## config.mk

```make
export PLATFORM = sky130hd
export DESIGN_NAME = io_port_decoder_and_memory_pager_top
export DESIGN_NICKNAME = d
export VERILOG_FILES = /design/src/rtl/core/iopd_pkg.sv /design/src/rtl/core/io_port_decoder_and_memory_pager_top.sv /design/src/rtl/core/iopd_input_stage.sv /design/src/rtl/core/iopd_keyboard.sv /design/src/rtl/core/iopd_exec.sv
export SDC_FILE = /design/constraint.sdc
export NUM_CORES = 1
export LEC_CHECK = 0
export BUFFER_PORTS_ARGS = -buffer_cell sky130_fd_sc_hd__buf_4
export CAP_MARGIN = 40
export CORE_AREA = 2 2 220 136
export DETAILED_ROUTE_END_ITERATION = 10
export DIE_AREA = 0 0 222 138
export GPL_TIMING_DRIVEN = 0
export PLACE_DENSITY = 0.66
export SKIP_LAST_GASP = 1
export SLEW_MARGIN = 30
export SYNTH_ARGS = -nofsm -noshare
export SYNTH_HDL_FRONTEND = slang
export SYNTH_SLANG_ARGS = --single-unit
```

## constraint.sdc

```tcl
create_clock -name clk -period 4.55 [get_ports clk]
set_input_delay 0.2275 -clock clk [delete_from_list [all_inputs] [get_ports clk]]
set_output_delay 0.2275 -clock clk [all_outputs]
set_load 0.01 [all_outputs]
```

## src/rtl/core/iopd_pkg.sv

```systemverilog
// Shared types and constants of the I/O port decoder and memory pager.
package iopd_pkg;

  // Storage sizes
  localparam int KEY_ROW_COUNT   = 8;
  localparam int SOUND_REG_COUNT = 16;
  localparam int KEY_ROW_IDX_W   = (KEY_ROW_COUNT > 1) ? $clog2(KEY_ROW_COUNT) : 1;
  localparam int SOUND_SEL_W     = $clog2(SOUND_REG_COUNT);

  // Stream and config widths
  localparam int IN_DATA_W  = 32;
  localparam int IN_USER_W  = 2;
  localparam int OUT_DATA_W = 24;
  localparam int CFG_IDX_W  = 1;
  localparam int CFG_DATA_W = 8;

  // Function codes
  localparam logic [1:0] FUNC_READ     = 2'd0;
  localparam logic [1:0] FUNC_WRITE    = 2'd1;
  localparam logic [1:0] FUNC_ROW_LOAD = 2'd2;

  // Config register indexes
  localparam logic [CFG_IDX_W-1:0] CFG_EXT_MODE  = 1'd0;
  localparam logic [CFG_IDX_W-1:0] CFG_IDLE_READ = 1'd1;

  // Port decode, low byte
  localparam logic [7:0] LO_SOUND = 8'hFD;
  localparam logic [7:0] LO_JOY   = 8'h1F;
  localparam logic [7:0] LO_ULA   = 8'hFE;

  // Port decode, high byte under LO_SOUND
  localparam logic [7:0] HI_SOUND_SEL  = 8'hFF;
  localparam logic [7:0] HI_SOUND_DATA = 8'hBF;
  localparam logic [7:0] HI_PAGING     = 8'h7F;
  localparam logic [7:0] HI_EXTENDED   = 8'h1F;

  localparam logic [7:0] BORDER_RESET = 8'b11100111;
  localparam logic [7:0] IDLE_RESET   = 8'hFF;
  localparam logic [1:0] ROM_IS_RAM0  = 2'd3;
  localparam logic [1:0] ROM_BANK2    = 2'd2;

  typedef struct packed {
    logic [1:0] func;
    logic [7:0] port_low;
    logic [7:0] port_high;
    logic [7:0] write_value;
    logic [2:0] row_index;
    logic       tape_paused;
  } iopd_item_t;

  // Packed so the last field sits in the lowest bits of tdata.
  typedef struct packed {
    logic [3:0] pad;
    logic       mic_level;
    logic       speaker_level;
    logic [2:0] border_colour;
    logic       screen_high_page;
    logic [3:0] ram_bank;
    logic [1:0] rom_map;
    logic [7:0] read_data;
  } iopd_result_t;

  typedef struct packed {
    logic                     we;
    logic [KEY_ROW_IDX_W-1:0] row;
    logic [7:0]               data;
  } iopd_row_wr_t;

endpackage

```

## src/rtl/core/io_port_decoder_and_memory_pager_top.sv

```systemverilog
// Top level of the I/O port decoder and memory pager.
//
// Usage:
//   Requests come in on the s_ stream: one port read, port write or keyboard
//   row load per request (kind in s_tuser). Each request yields exactly one
//   result on the m_ stream with the read data and the current memory map,
//   border colour, speaker and mic levels after that request.
//   Configuration (extended paging enable, idle read byte) is written on the
//   cfg_ port, one register per cycle with cfg_we high, while no request is
//   in flight.
//   Path: a request accepted into the input register is decoded into the
//   result register, which drives m_tvalid and m_tdata.
//   Throughput: one request per cycle while m_tready is high; the decode is a
//   single pass of shallow logic over small registers and the keyboard row AND.
//   Stall: when m_tready is low the result register holds; one more request
//   waits in the input register, after which s_tready drops.
//   Reset (rst, synchronous): border 0xE7, paging and extended ports clear,
//   sound registers zero, keyboard rows all released, config to defaults;
//   both stages empty.
module io_port_decoder_and_memory_pager_top (
  input  logic                               clk,
  input  logic                               rst,
  // Request stream
  input  logic                               s_tvalid,
  output logic                               s_tready,
  // [7:0] port_low, [15:8] port_high, [23:16] write_value, [26:24] row_index,
  // [27] tape_paused, [31:28] zero
  input  logic [iopd_pkg::IN_DATA_W-1:0]      s_tdata,
  // [1:0] func
  input  logic [iopd_pkg::IN_USER_W-1:0]      s_tuser,
  // Result stream
  output logic                               m_tvalid,
  input  logic                               m_tready,
  // [7:0] read_data, [9:8] rom_map, [13:10] ram_bank, [14] screen_high_page,
  // [17:15] border_colour, [18] speaker_level, [19] mic_level, [23:20] zero
  output logic [iopd_pkg::OUT_DATA_W-1:0]     m_tdata,
  // Configuration write port
  input  logic                               cfg_we,
  input  logic [iopd_pkg::CFG_IDX_W-1:0]      cfg_index,
  input  logic [iopd_pkg::CFG_DATA_W-1:0]     cfg_wdata
);
  import iopd_pkg::*;

  logic         advance;
  logic         in_valid;
  logic         fire;
  logic         out_valid;
  iopd_item_t   item;
  iopd_result_t result;
  iopd_row_wr_t row_wr;
  logic [7:0]   key_data;

  // Execute stage moves when the result register is free or being drained.
  assign advance = !out_valid || m_tready;
  assign fire    = in_valid && advance;

  iopd_input_stage u_input (
    .clk      (clk),
    .rst      (rst),
    .s_tvalid (s_tvalid),
    .s_tready (s_tready),
    .s_tdata  (s_tdata),
    .s_tuser  (s_tuser),
    .advance  (advance),
    .in_valid (in_valid),
    .item     (item)
  );

  iopd_keyboard u_keyboard (
    .clk      (clk),
    .rst      (rst),
    .row_wr   (row_wr),
    .row_mask (item.port_high),
    .key_data (key_data)
  );

  iopd_exec u_exec (
    .clk       (clk),
    .rst       (rst),
    .fire      (fire),
    .m_tready  (m_tready),
    .item      (item),
    .cfg_we    (cfg_we),
    .cfg_index (cfg_index),
    .cfg_wdata (cfg_wdata),
    .key_data  (key_data),
    .row_wr    (row_wr),
    .out_valid (out_valid),
    .result    (result)
  );

  assign m_tvalid = out_valid;
  assign m_tdata  = result;

endmodule

```

## src/rtl/core/iopd_input_stage.sv

```systemverilog
// Input register: holds one request ahead of the execute stage.
module iopd_input_stage (
  input  logic                          clk,
  input  logic                          rst,
  input  logic                          s_tvalid,
  output logic                          s_tready,
  input  logic [iopd_pkg::IN_DATA_W-1:0] s_tdata,
  input  logic [iopd_pkg::IN_USER_W-1:0] s_tuser,
  input  logic                          advance,
  output logic                          in_valid,
  output iopd_pkg::iopd_item_t          item
);
  import iopd_pkg::*;

  logic s_accept;

  assign s_tready = !in_valid || advance;
  assign s_accept = s_tvalid && s_tready;

  always_ff @(posedge clk) begin
    if (rst) begin
      in_valid <= 1'b0;
    end else begin
      in_valid <= s_accept || (in_valid && !advance);
    end
  end

  always_ff @(posedge clk) begin
    if (s_accept) begin
      item.func        <= s_tuser;
      item.port_low    <= s_tdata[7:0];
      item.port_high   <= s_tdata[15:8];
      item.write_value <= s_tdata[23:16];
      item.row_index   <= s_tdata[26:24];
      item.tape_paused <= s_tdata[27];
    end
  end

endmodule

```

## src/rtl/core/iopd_keyboard.sv

```systemverilog
// Keyboard row store and row-mask AND for reads of the keyboard port.
module iopd_keyboard (
  input  logic                  clk,
  input  logic                  rst,
  input  iopd_pkg::iopd_row_wr_t row_wr,
  input  logic [7:0]            row_mask,
  output logic [7:0]            key_data
);
  import iopd_pkg::*;

  logic [7:0] key_rows [KEY_ROW_COUNT];

  always_ff @(posedge clk) begin
    if (rst) begin
      for (int r = 0; r < KEY_ROW_COUNT; r++) key_rows[r] <= 8'hFF;
    end else if (row_wr.we) begin
      key_rows[row_wr.row] <= row_wr.data;
    end
  end

  // A row takes part when its mask bit is low.
  always_comb begin
    key_data = 8'hFF;
    for (int r = 0; r < KEY_ROW_COUNT; r++) begin
      if (!row_mask[r]) key_data = key_data & key_rows[r];
    end
  end

endmodule

```

## src/rtl/core/iopd_exec.sv

```systemverilog
// Execute stage: port decode, paging and border state, result register.
module iopd_exec (
  input  logic                               clk,
  input  logic                               rst,
  input  logic                               fire,
  input  logic                               m_tready,
  input  iopd_pkg::iopd_item_t               item,
  input  logic                               cfg_we,
  input  logic [iopd_pkg::CFG_IDX_W-1:0]     cfg_index,
  input  logic [iopd_pkg::CFG_DATA_W-1:0]    cfg_wdata,
  input  logic [7:0]                         key_data,
  output iopd_pkg::iopd_row_wr_t             row_wr,
  output logic                               out_valid,
  output iopd_pkg::iopd_result_t             result
);
  import iopd_pkg::*;

  // Config
  logic       ext_mode;
  logic [7:0] idle_value;

  // Port state (only the bits that are ever observed)
  logic [2:0] border;
  logic       mic;
  logic       speaker;
  logic       page_lock;
  logic [2:0] bank_sel;
  logic       rom_sel;
  logic       ext_ram_bit;
  logic [1:0] ext_rom_bits;
  logic [SOUND_SEL_W-1:0] sound_sel;
  logic [7:0] sound_regs [SOUND_REG_COUNT];
  logic [7:0] joy;
  logic [1:0] rom_slot;
  logic [3:0] ram_slot;
  logic       screen_slot;

  logic [2:0] border_next;
  logic       mic_next;
  logic       speaker_next;
  logic       page_lock_next;
  logic [2:0] bank_sel_next;
  logic       rom_sel_next;
  logic       ext_ram_bit_next;
  logic [1:0] ext_rom_bits_next;
  logic [SOUND_SEL_W-1:0] sound_sel_next;
  logic       sound_we;
  logic [7:0] joy_next;
  logic [1:0] rom_slot_next;
  logic [3:0] ram_slot_next;
  logic       screen_slot_next;
  logic [7:0] read_data;
  logic       is_write;
  logic       is_read;
  logic [7:0] v;

  assign v        = item.write_value;
  assign is_write = (item.func == FUNC_WRITE);
  assign is_read  = (item.func == FUNC_READ);

  always_comb begin
    read_data = idle_value;
    if (is_read) begin
      if (item.port_low == LO_SOUND) begin
        if (item.port_high == HI_SOUND_SEL) read_data = sound_regs[sound_sel];
      end else if (item.port_low == LO_JOY) begin
        read_data = joy;
      end else if (item.port_low == LO_ULA) begin
        read_data = key_data;
      end
    end
  end

  always_comb begin
    border_next       = border;
    mic_next          = mic;
    speaker_next      = speaker;
    page_lock_next    = page_lock;
    bank_sel_next     = bank_sel;
    rom_sel_next      = rom_sel;
    ext_ram_bit_next  = ext_ram_bit;
    ext_rom_bits_next = ext_rom_bits;
    sound_sel_next    = sound_sel;
    sound_we          = 1'b0;
    joy_next          = joy;
    rom_slot_next     = rom_slot;
    ram_slot_next     = ram_slot;
    screen_slot_next  = screen_slot;
    if (is_write) begin
      if (item.port_low == LO_JOY) begin
        joy_next = v;
      end else if (item.port_low == LO_ULA) begin
        border_next = v[2:0];
        mic_next    = v[3];
        if (item.tape_paused) speaker_next = v[4];
      end else if (item.port_low == LO_SOUND) begin
        if (item.port_high == HI_SOUND_SEL) begin
          sound_sel_next = v[SOUND_SEL_W-1:0];
        end else if (item.port_high == HI_SOUND_DATA) begin
          sound_we = item.tape_paused;
        end else if (item.port_high == HI_EXTENDED) begin
          if (ext_mode) begin
            ext_ram_bit_next  = v[4];
            ext_rom_bits_next = v[1:0];
            if (v[0])      rom_slot_next = ROM_IS_RAM0;
            else if (v[1]) rom_slot_next = ROM_BANK2;
            else           rom_slot_next = {1'b0, rom_sel};
            ram_slot_next = {v[4], bank_sel};
          end
        end else if (item.port_high == HI_PAGING) begin
          if (!page_lock) begin
            page_lock_next   = v[5];
            bank_sel_next    = v[2:0];
            rom_sel_next     = v[4];
            ram_slot_next    = {ext_ram_bit, v[2:0]};
            screen_slot_next = v[3];
            // Extended ROM select overrides the paging port ROM bit
            if (!ext_mode || ext_rom_bits == 2'b00) rom_slot_next = {1'b0, v[4]};
          end
        end
      end
    end
  end

  always_comb begin
    row_wr.we   = fire && (item.func == FUNC_ROW_LOAD) && (int'(item.row_index) < KEY_ROW_COUNT);
    row_wr.row  = item.row_index[KEY_ROW_IDX_W-1:0];
    row_wr.data = v;
  end

  always_ff @(posedge clk) begin
    if (rst) begin
      ext_mode   <= 1'b0;
      idle_value <= IDLE_RESET;
    end else if (cfg_we) begin
      case (cfg_index)
        CFG_EXT_MODE:  ext_mode   <= cfg_wdata[0];
        CFG_IDLE_READ: idle_value <= cfg_wdata;
        default: ;
      endcase
    end
  end

  always_ff @(posedge clk) begin
    if (rst) begin
      border       <= BORDER_RESET[2:0];
      mic          <= BORDER_RESET[3];
      speaker      <= 1'b0;
      page_lock    <= 1'b0;
      bank_sel     <= '0;
      rom_sel      <= 1'b0;
      ext_ram_bit  <= 1'b0;
      ext_rom_bits <= '0;
      sound_sel    <= '0;
      joy          <= '0;
      rom_slot     <= '0;
      ram_slot     <= '0;
      screen_slot  <= 1'b0;
      for (int i = 0; i < SOUND_REG_COUNT; i++) sound_regs[i] <= '0;
    end else if (fire) begin
      border       <= border_next;
      mic          <= mic_next;
      speaker      <= speaker_next;
      page_lock    <= page_lock_next;
      bank_sel     <= bank_sel_next;
      rom_sel      <= rom_sel_next;
      ext_ram_bit  <= ext_ram_bit_next;
      ext_rom_bits <= ext_rom_bits_next;
      sound_sel    <= sound_sel_next;
      joy          <= joy_next;
      rom_slot     <= rom_slot_next;
      ram_slot     <= ram_slot_next;
      screen_slot  <= screen_slot_next;
      if (sound_we) sound_regs[sound_sel] <= v;
    end
  end

  always_ff @(posedge clk) begin
    if (rst) begin
      out_valid <= 1'b0;
    end else if (fire) begin
      out_valid <= 1'b1;
    end else if (m_tready) begin
      out_valid <= 1'b0;
    end
  end

  always_ff @(posedge clk) begin
    if (fire) begin
      result.pad              <= '0;
      result.read_data        <= read_data;
      result.rom_map          <= rom_slot_next;
      result.ram_bank         <= ram_slot_next;
      result.screen_high_page <= screen_slot_next;
      result.border_colour    <= border_next;
      result.speaker_level    <= speaker_next;
      result.mic_level        <= mic_next;
    end
  end

endmodule
```

==> metrics.md <==
| Metric | Value |
|---|---|
| Outcome | `finished, final reports clean` |
| Initial drt markers | `1191` |
| CP Data Arrival Time | `3.54 ns` |
| Synth area leaders | `edfxtp_1 (56%), dfxtp_1 (7.2%), and2_1 (5.7%)` |
| Core Area | `0.0290 mm^2` |
| EDFF count, synth | `242` |
| Die Wd | `222 um` |
| Peak Freq | `299 MHz` |
| Fin crit share | `73.5%` |
| Post-route clock skew | `0.0115 ns` |
| Area of placed instances | `0.0140 mm^2` |
| Leading area contributor after synthesis | `edfxtp_1` |
| Clock power frac | `40.1%` |
| DIE AREA | `0.0306 mm^2` |
| Drt wl/cell | `23.8 um` |
| # Post-CTS Setup Buffers | `0` |
| Worst reg-to-reg setup slack | `1.20 ns` |
| Max-Cap Viols | `0` |
| Maximum number of pins on one net before global-route repair | `31` |
| I/O pin cnt | `74` |
| Crit-path max FO | `10` |
| DR vias | `8660` |
| Cells after DPL | `1393` |
| Max rail drop VDD | `0.000255 V` |
| Initial antenna violation count | `2` |
| Final setup fails | `0` |
| Reg-to-Reg Start | `u_input.item[15]` |
| Global-route wire length before repair | `52700 um` |
| Async SR Flop Fraction | `0%` |
| Chip Height | `138 um` |
| Hold Crit Class | `in -> reg` |
| RSZ-0062 raised after global routing | `no` |
| Sw Ratio | `22.2%` |
| Setup crit start | `u_input.item[15]` |
| Antenna-violating nets left | `0` |
| Setup TNS | `0 ns` |
| Sink Count | `289` |
| Synth warnings | `0` |
| Non-Filler Instances | `1482` |
| Min cycle time layout | `3.35 ns` |
| Internal power | `4.28 mW` |
| Number of core rows | `49` |
| Most used DFF post-synth | `edfxtp_1` |
| Area Overhead vs Synth | `17.3%` |
| Nets | `1126` |
| Required time of the critical path | `4.74 ns` |
| Post-synthesis sequential area ratio | `63.2%` |
| Synth Cell Area | `0.0130 mm^2` |
| Flop pwr share | `54.2%` |
| Clock latency on the worst-skew pair | `0.55 ns` |
| Final GP Congestion | `0.921` |
| Synthesized flop and latch total | `289` |
| GRT Total Usage | `23.1%` |
| CTS tree | `yes` |
| Total CTS buffers | `26` |
| Vias/cell | `5.84` |
| Fin area | `0.0152 mm^2` |
| Crit. End Element | `flop` |
| Gate power share | `5.7%` |
| GRT overflow | `0` |
| Hold Fails Final Rpt | `0` |
| Gate Count Post-Synth | `940` |
| Smallest setup slack after layout | `1.20 ns` |
| DP Worst Slack | `1.26 ns` |
| IO Port Bufs | `64` |
| Fin. max-slew vios | `0` |
| Vias in the first global route | `8219` |
| Effective utilization at floorplan | `44.8%` |
| Clk pin slew, worst setup/hold paths | `0.07 ns` |
| Drt pass-1 iters | `6` |
| Longest Clk Path Bufs | `3` |
| Final core occ | `52.5%` |
| Slew margin rel. | `40.7%` |
| Type of origin of the critical path | `flop` |
| R2R cell count | `9` |
| H-tree levels | `1` |
| Critical Path Sink | `u_exec.sound_regs[7][3]` |
| Layout cells sized above 1 | `20.6%` |
| FF-to-FF End | `u_exec.sound_regs[7][3]` |
| Syn avg cell area | `13.8 um^2` |
| Psw | `1.22 mW` |
| Pwr Density | `362 mW/mm^2` |
| Yosys cell types | `53` |
| Overall routed net length | `35300 um` |
| Residual DRC | `0` |
| Static Leakage | `5.00 nW` |
| Worst Tran Pin Value | `0.889 ns` |
| Critical path class | `reg -> reg` |
| Post-DP HPWL | `24600 um` |
| Post-CTS Resized | `0` |
| Clock Root Buffer | `clkbuf_16` |
| Share of the synthesized area in the top cell type | `56.0%` |
[stage by stage]
step / total power [mW] / hold slack, ns
4_1_cts: 5.50 / 0.00861
6_report: 5.51 / 0.0143
5_1_grt: 5.63 / 0.0272
3_5_place_dp: 3.32 / 0.407
3_3_place_gp: 3.31 / 0.406
2_1_floorplan: 3.17 / 0.326
[worst max-delay path: stages, from the launching register on]
cell and delay [ns]:
edfxtp_1 0.34, buf_4 0.18, and4_1 0.30, buf_4 0.20
nand4_4 0.14, or4_4 0.58, buf_6 0.19, buf_8 0.18
nor3_4 0.41, or2_1 0.46
[cell usage in the layout (no fill, tap or decap), types with 10 or more instances in the layout]
cell,Yosys,routed
nor2_1,47,47
dlygate4sd3_1,0,33
o22ai_1,34,34
clkbuf_1,54,63
nor4_1,12,12
and2_1,119,118
dfxtp_1,47,47
nor4_2,10,10
clkbuf_16,0,27
nand2_1,29,29
mux2i_1,47,47
a21oi_1,17,17
a22oi_1,10,10
or3_1,44,44
and3_1,12,12
buf_4,9,73
mux4_2,32,32
a211o_1,10,10
nand2b_1,16,16
edfxtp_1,242,242
or2_2,24,24
[cells by family (layout without fill, tap and decap cells)]
| kind of cell | after synthesis | count (layout) | synth area share [%] |
|---|---|---|---|
| and+or+nand+nor | 366 | 366 | 18.1 |
| AOI/OAI and AO/OA | 112 | 112 | 5.84 |
| muxes | 87 | 87 | 9.87 |
| buffers and inverters | 85 | 240 | 2.98 |
| DFF | 289 | 289 | 63.2 |
| other | 1 | 6 | 0.0289 |
[Yosys cell counts (3+ instances only)]
cell type / number
a22oi_1: 10
nor3_4: 7
or3_1: 44
and2_1: 119
nand2b_1: 16
mux4_2: 32
buf_2: 5
nand2_1: 29
nor4_4: 4
nor4_2: 10
a221oi_1: 3
nand3_1: 8
mux2i_1: 47
a211oi_1: 3
inv_1: 8
nor3_1: 5
and4_1: 7
dfxtp_1: 47
mux2_2: 8
and3_1: 12
clkbuf_1: 54
a21o_1: 8
o22ai_1: 34
a211o_1: 10
or2_1: 3
edfxtp_1: 242
nor3_2: 6
nor4_1: 12
buf_4: 9
buf_1: 4
a21oi_1: 17
a22o_1: 8
o21ai_0: 10
nor2_1: 47
a31oi_1: 3
nand4_1: 5
or2_2: 24
[flip-flops by register name, summed over array words and instances (netlist names), named ones only]
register	flops
u_exec.bank_sel	3
u_exec.border	3
u_exec.ext_mode	1
u_exec.ext_ram_bit	1
u_exec.ext_rom_bits	2
u_exec.idle_value	8
u_exec.joy	8
u_exec.mic	1
u_exec.out_valid	1
u_exec.page_lock	1
u_exec.ram_slot	4
u_exec.result	20
u_exec.rom_sel	1
u_exec.rom_slot	2
u_exec.screen_slot	1
u_exec.sound_regs	128
u_exec.sound_sel	4
u_exec.speaker	1
u_input.in_valid	1
u_input.item	30
u_keyboard.key_rows	64
[timing repair]
action / CTS / global route
hold buffers: 33 / 0
setup endpoints to repair: 0 / 0
endpoints found under the hold margin: 33 / 0
[final cells by class]
cell class | instances | area, um^2
Timing Repair Buffer | 107 | 906
Sequential cell | 289 | 8210
Buffer | 76 | 354
Antenna cell | 2 | 5.00
Inverter | 9 | 33.8
Clock inverter | 3 | 15.0
Fill cell | 2408 | 13800
Tap cell | 382 | 478
Clock buffer | 45 | 823
Multi-Input combinational cell | 569 | 4410
[power groups by stage]
stage / registers, mW / clock network, mW / logic [mW]
floorplan: 3.03 / 0 / 0.142
global placement: 3.04 / 0 / 0.274
detailed placement: 3.04 / 0 / 0.283
CTS: 2.98 / 2.21 / 0.307
global route: 2.99 / 2.31 / 0.333
finish: 2.98 / 2.21 / 0.314
[how the worst min path moves through the flow]
stage                           endpoint  slack (ns)  depth (start not counted)          from
floorplan                u_input.item[0]        0.33                          0   s_tdata[27]
global placement        u_input.item[13]        0.41                          1    s_tdata[9]
detailed placement       u_input.item[3]        0.41                          1   s_tdata[26]
CTS                 u_exec.idle_value[1]       0.009                          3  cfg_wdata[1]
global route        u_exec.idle_value[2]        0.03                          3  cfg_wdata[2]
finish              u_exec.idle_value[1]        0.01                          3  cfg_wdata[1]
[per-layer routing]
layer	GRT usage, %	vias to the layer above	share of wire (%)
li1	-	3829	-
met1	36.8	4345	46
met2	31.0	443	40
met3	7.18	43	12
met4	3.63	0	1.3
met5	0	-	0
(Power assumes the default switching activity.)
